`src/sv/idftbe_pkg.sv`:
```
// idftbe_pkg: shared defaults, command and status structs and the twiddle
// generator for the inverse dft bin evaluator
// no dependencies
package idftbe_pkg;

    localparam int MAX_POINTS_D   = 1024;
    localparam int SAMPLE_BITS_D  = 24;
    localparam int TWIDDLE_BITS_D = 18;
    localparam int BIN_BITS       = 10;
    localparam int CFG_BITS       = 4;
    localparam int LG_RESET       = 10;

    localparam longint unsigned HALF_PI_Q30 = 64'd1686629713;
    localparam longint unsigned ONE_Q30     = 64'd1 << 30;
    localparam longint          ONE_Q30_S   = 64'sd1 <<< 30;

    // taylor term divisors for cos and sin
    localparam longint unsigned COS_DIV [13] = '{
        64'd2, 64'd12, 64'd30, 64'd56, 64'd90, 64'd132, 64'd182,
        64'd240, 64'd306, 64'd380, 64'd462, 64'd552, 64'd650};
    localparam longint unsigned SIN_DIV [13] = '{
        64'd6, 64'd20, 64'd42, 64'd72, 64'd110, 64'd156, 64'd210,
        64'd272, 64'd342, 64'd420, 64'd506, 64'd600, 64'd702};

    typedef struct packed {
        logic load;      // sample word taken
        logic req;       // bin request taken
        logic acc_clr;   // complete request: clear sums
        logic early;     // request before all samples loaded
        logic rd;        // sweep read issued
        logic round_q;
        logic mul_q;
        logic sum_y;
        logic fin;
        logic out_load;
    } cmd_t;

    typedef struct packed {
        logic all_loaded;
        logic pipe_busy;
        logic out_free;
    } sts_t;

    function automatic longint to_twiddle(input longint v_in, input int twb);
        longint v;
        int     sh;
        begin
            v  = v_in;
            sh = 30 - (twb - 2);
            if (v < 0) begin
                v = 0;
            end
            if (v > ONE_Q30_S) begin
                v = ONE_Q30_S;
            end
            return (v + (64'sd1 <<< (sh - 1))) >>> sh;
        end
    endfunction

    // {cos, sin} of 2*pi*t/2^lgm, each 32 bits signed, q1.(twb-2)
    function automatic logic [63:0] twiddle_entry(input int t, input int lgm, input int twb);
        longint unsigned num, quad, rm, a, a2, tc, ts;
        longint          sc, ss, c, s, cv, sv;
        begin
            num  = longint'(t) << 2;
            quad = num >> lgm;
            rm   = num & ((64'd1 << lgm) - 64'd1);
            a    = (HALF_PI_Q30 * rm) >> lgm;
            a2   = (a * a) >> 30;
            tc   = ONE_Q30;
            ts   = a;
            sc   = ONE_Q30_S;
            ss   = longint'(a);
            for (int i = 1; i <= 13; i++) begin
                tc = ((tc * a2) >> 30) / COS_DIV[i-1];
                ts = ((ts * a2) >> 30) / SIN_DIV[i-1];
                if ((i & 1) == 1) begin
                    sc = sc - longint'(tc);
                    ss = ss - longint'(ts);
                end else begin
                    sc = sc + longint'(tc);
                    ss = ss + longint'(ts);
                end
            end
            c = to_twiddle(sc, twb);
            s = to_twiddle(ss, twb);
            case (quad[1:0])
                2'd0: begin
                    cv = c;
                    sv = s;
                end
                2'd1: begin
                    cv = -s;
                    sv = c;
                end
                2'd2: begin
                    cv = -c;
                    sv = -s;
                end
                default: begin
                    cv = s;
                    sv = -c;
                end
            endcase
            return {cv[31:0], sv[31:0]};
        end
    endfunction

endpackage

```
`src/sv/idftbe_ctrl.sv`:
```
// idftbe_ctrl: controller for the bin evaluator, sequences the sample sweep
// and the join steps; uses idftbe_pkg command and status structs
module idftbe_ctrl #(
    parameter int MAX_POINTS = idftbe_pkg::MAX_POINTS_D
) (
    input  logic                           aclk,
    input  logic                           aresetn,
    input  logic                           s_tvalid,
    input  logic                           s_kind,
    output logic                           s_tready,
    input  idftbe_pkg::sts_t               sts,
    input  logic [$clog2(MAX_POINTS)-1:0]  nmask,
    input  logic [$clog2(MAX_POINTS)-1:0]  step2k,
    output idftbe_pkg::cmd_t               cmd,
    output logic [$clog2(MAX_POINTS)-1:0]  rd_addr,
    output logic [$clog2(MAX_POINTS)-1:0]  tw_e
);
    localparam int LGM = $clog2(MAX_POINTS);

    typedef enum logic [2:0] {
        ST_IDLE, ST_SWEEP, ST_DRAIN, ST_RND, ST_MUL, ST_SUM, ST_FIN, ST_OUT
    } state_t;

    state_t         state_reg;
    logic           ready_reg;
    logic [LGM-1:0] j_reg;
    logic [LGM-1:0] e_reg;
    logic           take;

    assign take     = s_tvalid & ready_reg;
    assign s_tready = ready_reg;
    assign rd_addr  = j_reg;
    assign tw_e     = e_reg;

    always_comb begin
        cmd          = '0;
        cmd.load     = take & ~s_kind;
        cmd.req      = take & s_kind;
        cmd.acc_clr  = take & s_kind & sts.all_loaded;
        cmd.early    = take & s_kind & ~sts.all_loaded;
        cmd.rd       = (state_reg == ST_SWEEP);
        cmd.round_q  = (state_reg == ST_RND);
        cmd.mul_q    = (state_reg == ST_MUL);
        cmd.sum_y    = (state_reg == ST_SUM);
        cmd.fin      = (state_reg == ST_FIN);
        cmd.out_load = (state_reg == ST_OUT) & sts.out_free;
    end

    always_ff @(posedge aclk) begin
        if (!aresetn) begin
            state_reg <= ST_IDLE;
            ready_reg <= 1'b1;
            j_reg     <= '0;
            e_reg     <= '0;
        end else begin
            case (state_reg)
                ST_IDLE: begin
                    if (take && s_kind) begin
                        ready_reg <= 1'b0;
                        j_reg     <= '0;
                        e_reg     <= '0;
                        state_reg <= sts.all_loaded ? ST_SWEEP : ST_OUT;
                    end
                end
                ST_SWEEP: begin
                    if (j_reg == nmask) begin
                        state_reg <= ST_DRAIN;
                    end else begin
                        j_reg <= j_reg + 1'b1;
                        // even and odd sample of a pair share one twiddle
                        if (j_reg[0]) begin
                            e_reg <= (e_reg + step2k) & nmask;
                        end
                    end
                end
                ST_DRAIN: begin
                    if (!sts.pipe_busy) begin
                        state_reg <= ST_RND;
                    end
                end
                ST_RND: state_reg <= ST_MUL;
                ST_MUL: state_reg <= ST_SUM;
                ST_SUM: state_reg <= ST_FIN;
                ST_FIN: state_reg <= ST_OUT;
                ST_OUT: begin
                    if (sts.out_free) begin
                        state_reg <= ST_IDLE;
                        ready_reg <= 1'b1;
                    end
                end
                default: begin
                    state_reg <= ST_IDLE;
                    ready_reg <= 1'b1;
                end
            endcase
        end
    end

endmodule

```
`config.mk`:
```
export PLATFORM = sky130hd
export DESIGN_NAME = idftbe_ctrl
export DESIGN_NICKNAME = d
export VERILOG_FILES = /design/src/sv/idftbe_pkg.sv /design/src/sv/idftbe_ctrl.sv
export SDC_FILE = /design/constraint.sdc
export NUM_CORES = 1
export LEC_CHECK = 0
export BUFFER_PORTS_ARGS = -buffer_cell sky130_fd_sc_hd__buf_2
export CAP_MARGIN = 20
export CORE_ASPECT_RATIO = 0.9
export CORE_MARGIN = 3
export CORE_UTILIZATION = 54
export CTS_BUF_LIST = sky130_fd_sc_hd__clkbuf_8 sky130_fd_sc_hd__clkbuf_16
export DETAILED_ROUTE_END_ITERATION = 12
export PLACE_DENSITY = 0.86
export SETUP_SLACK_MARGIN = 0.5
export SYNTH_ARGS = -nofsm -noshare
export SYNTH_HDL_FRONTEND = slang
export SYNTH_SLANG_ARGS = --single-unit
```
`constraint.sdc`:
```
create_clock -name aclk -period 5.5 [get_ports aclk]
set_input_delay 1.1 -clock aclk [delete_from_list [all_inputs] [get_ports aclk]]
set_output_delay 1.1 -clock aclk [all_outputs]
set_load 0.02 [all_outputs]
```
# Word level (Yosys, flattened, before mapping)
# Index checks and enable logic that the tools add are counted.
# word_totals
output_inout_bits,31
ff_bits,24
# op_classes
eq_ne,14
n_bitwise,9
muxes,15
n_addsub,2
reduce_logical,8
# op_table
cell,count
$mux W10,4
$pmux W10 S2,2
$pmux W3 S8,1
$mux W3,5
$eq A3 B3 Y1 const B,4
$add A10 B1 Y10 const B,1
$add A10 B10 Y10,1
$and A10 B10 Y10,1
$eq A10 B10 Y1,1
$ne A2 B2 Y1 const B,4
$reduce_and A4 Y1,2
$and A1 B1 Y1,6
$eq A3 B2 Y1 const B,2
$reduce_and A3 Y1,2
$ne A2 B1 Y1 const B,2
$reduce_bool A2 Y1,2
$eq A3 B1 Y1 const B,1
$logic_not A3 Y1,1
$mux W1,2
$not A1 Y1,2
$pmux W1 S2,1
$logic_and A1 B1 Y1,1

# Longest topological paths before layout
# depth
word_depth,5
ltp_mapped,8
mapped_depth_nobuf,8

# Worst setup path after synthesis
# Ideal clock, no wire load.
# synth_path
path_type,in2out
startpoint,in s_kind
endpoint,out cmd[7] (netlist name)
setup_slack_ps,2697
n_path_buf,0
t_arrival_ps,1703
stages,3
cell_sequence,nand3_1 inv_1 and2_1
# synth_rtl
element,line,source
"start, declared",idftbe_ctrl.sv:9,"input logic s_kind,"
"end, declared",idftbe_ctrl.sv:14,"output idftbe_pkg::cmd_t cmd,"

==> results.cfg <==
[cells_and_area]
ff_latch_area_um2 = 480
multi_input_area_um2 = 1120
drive_gt1_frac = 0.244
final_util = 0.706
final_nets = 298
fillers = 238
design_area_um2 = 2000
fin_cells = 298
area_growth_syn_to_layout_pct = 21.3
num_antenna_cells = 0

[worst_setup_path]
worstSetupPathType = in -> out
cp.arrival_ps = 1780
critPathRequiredTime_ps = 4400
crit_path_end_kind = primary output
critPathMaxStageDelay_ps = 160
setup.worst_path.start_class = primary input
cp_cell_sequence = buf_2, nand3_1, inv_1, and2_1, buf_2
cp_max_fo = 5
cp_slowest_cell = and2_1
cpMostUsedCell = buf_2

[pwr]
p_comb_frac = 0.424
switching_power_uw = 245
leakage_uw = 0.000888
p_seq_frac = 0.408
internal-power_uw = 347
vdd.ir_drop.worst_uv = 192
power.density_nw_per_um2 = 296
swShare = 0.414
clockPowerShare = 0.168

[clocking]
cts_tree = done
postCtsSetupBuffers = 0
cts-buffers-inserted = 3
hold_buffers = 0
cts_num_sinks = 24
clock_latency_ps = 260
clockBufferDepth = 2
root_buffer = clkbuf_8
h-tree-depth = 1
postCtsResizedCells = 0
path_clk_slew_ps = 70

[placement]
dp_hpwl_mm = 3.17
place_congestion = 0.863
port_buffers = 57
place_inst = 295
place_ws_ps = 2520
dpl_cell_area_um2 = 1960

[routing]
route.detailed.drc = 0
via_count = 1719
via_per_inst = 5.77
drt_iter0_drc = 86
ant_nets = 0
dr.pass1.iters = 4
drt_wl_total_mm = 4.08
wl_per_cell_um = 13.7

[logic_synthesis]
async_reset_ff_frac = 0
synth_warnings = 0
synth_ff_type = dfxtp_1
synth_seq_cells = 24
synth_cells = 204
synth_edf_count = 0
synth_nets = 242
ys_seq_area_frac = 0.291
synthDistinctLibCells = 44
syn_area_per_cell_um2 = 8.10
syn_area_um2 = 1650

[timing]
period_needed_ps = 2880
fin_tns_setup_ps = 0
setup_slack_ps = 2620
fin_crit_sh = 0.523
grt_setup_unrepaired = false
timing.clock.skew_ps = 2.55
finalSetupViolCount = 0
relSlewSlack = 0.583
hold_violations = 0
clock.fmax_mhz = 348
tightest_slew_ps = 609
finalMaxSlewViolations = 0

[global_route]
grt_pass1_wl_mm = 6.76
grt_pass1_vias = 1475
grt_max_degree = 14
track_usage = 0.225
overflow = 0
antenna_found_initial = 0

[floorplan]
die_h_um = 58.5
io_pins = 58
start_util = 0.582
dieArea_um2 = 3760
core-area_um2 = 2840
die_x_um = 64.3
num_rows = 18

[status]
outcome = completed

[hold_path]
hold_class = reg -> reg

[run]
max_cap_violations = 0
[per-layer routing]
layer,part of all wire,up-vias,GRT usage,routed length [um]
met2,0.45,65,0.375,1850
met4,0.010,0,0.0482,42
met5,0,-,0,0
li1,-,871,-,-
met3,0.073,6,0.0458,297
met1,0.46,777,0.303,1890
[power by group through the flow]
stage | Sequential, uW | Combinational, uW | Clock, uW
4_1_cts | 242 | 250 | 103
3_5_place_dp | 246 | 247 | 0
3_3_place_gp | 246 | 245 | 0
2_1_floorplan | 230 | 198 | 0
5_1_grt | 250 | 279 | 110
6_report | 242 | 251 | 99.4
[logic make-up (layout without fill, tap and decap cells)]
kind of cell / count (synthesis) / count (layout) / share of synthesized area
buffers and inverters: 13 / 67 / 0.0311
xor gates and xnor gates: 19 / 19 / 0.101
and+or+nand+nor: 78 / 78 / 0.245
AOI/OAI and AO/OA: 57 / 57 / 0.232
DFF: 24 / 24 / 0.291
muxes: 2 / 2 / 0.0129
adders and majority gates: 11 / 11 / 0.0879
[cell usage in the layout (no fill, tap or decap), types with 2 or more instances in the layout]
cell / count
a2111oi_0: 2
a211oi_1: 4
a21o_1: 2
a21oi_1: 20
a32o_1: 5
and2_1: 4
and3_1: 3
buf_2: 57
clkbuf_8: 3
dfxtp_1: 24
ha_1: 10
inv_1: 6
nand2_1: 17
nand2b_1: 4
nand3_1: 9
nand4_1: 6
nor2_1: 18
nor2b_1: 2
nor3_1: 4
o21a_1: 2
o21ai_0: 8
o31ai_1: 3
or3_1: 4
or4_1: 4
xnor2_1: 18
[layout make-up]
cell class	count	area share
Sequential cell	24	0.240
Multi-Input combinational cell	167	0.559
Clock buffer	3	0.0206
Inverter	7	0.0131
Tap cell	40	0.0250
Timing Repair Buffer	57	0.142
[synthesized netlist by cell type, types with 2 or more instances]
library cell	n	area share
a2111oi_0	2	0.011
a211oi_1	4	0.018
a21o_1	2	0.0091
a21oi_1	20	0.061
a32o_1	5	0.030
and2_1	4	0.015
and3_1	3	0.011
buf_2	2	0.0061
clkbuf_1	4	0.0091
dfxtp_1	24	0.29
ha_1	10	0.076
inv_1	6	0.014
nand2_1	17	0.039
nand2b_1	4	0.015
nand3_1	9	0.027
nand4_1	6	0.023
nor2_1	18	0.041
nor2b_1	2	0.0076
nor3_1	4	0.012
o21a_1	2	0.0091
o21ai_0	8	0.024
o31ai_1	3	0.014
or3_1	4	0.015
or4_1	4	0.018
xnor2_1	18	0.095
[worst max-delay path, delay by kind of cell]
kind	cells	cell delay [ps]
buffers and inverters	3	360
and+or+nand+nor	2	310
[per-stage QoR]
stage	total power, uW	hold slack, ps
final	593	488
after global routing	639	528
after CTS	594	494
after detailed placement	494	482
after global placement	491	482
after floorplan	428	560
[worst paths after layout]
kind | startpoint | endpoint | slack (ps) | cells after the start
worst min-delay path | tw_e[0]$_SDFFE_PN0P_ | tw_e[0]$_SDFFE_PN0P_ | 490 | 2
worst max-delay path | s_tvalid | cmd[7] | 2620 | 5
worst min register to register | tw_e[0]$_SDFFE_PN0P_ | tw_e[0]$_SDFFE_PN0P_ | 490 | 2
worst max register to register | state_reg[0]$_SDFFE_PN0P_ | rd_addr[9]$_SDFFE_PN0P_ | 3040 | 5
No activity file was read; power rests on OpenSTA's default activity.
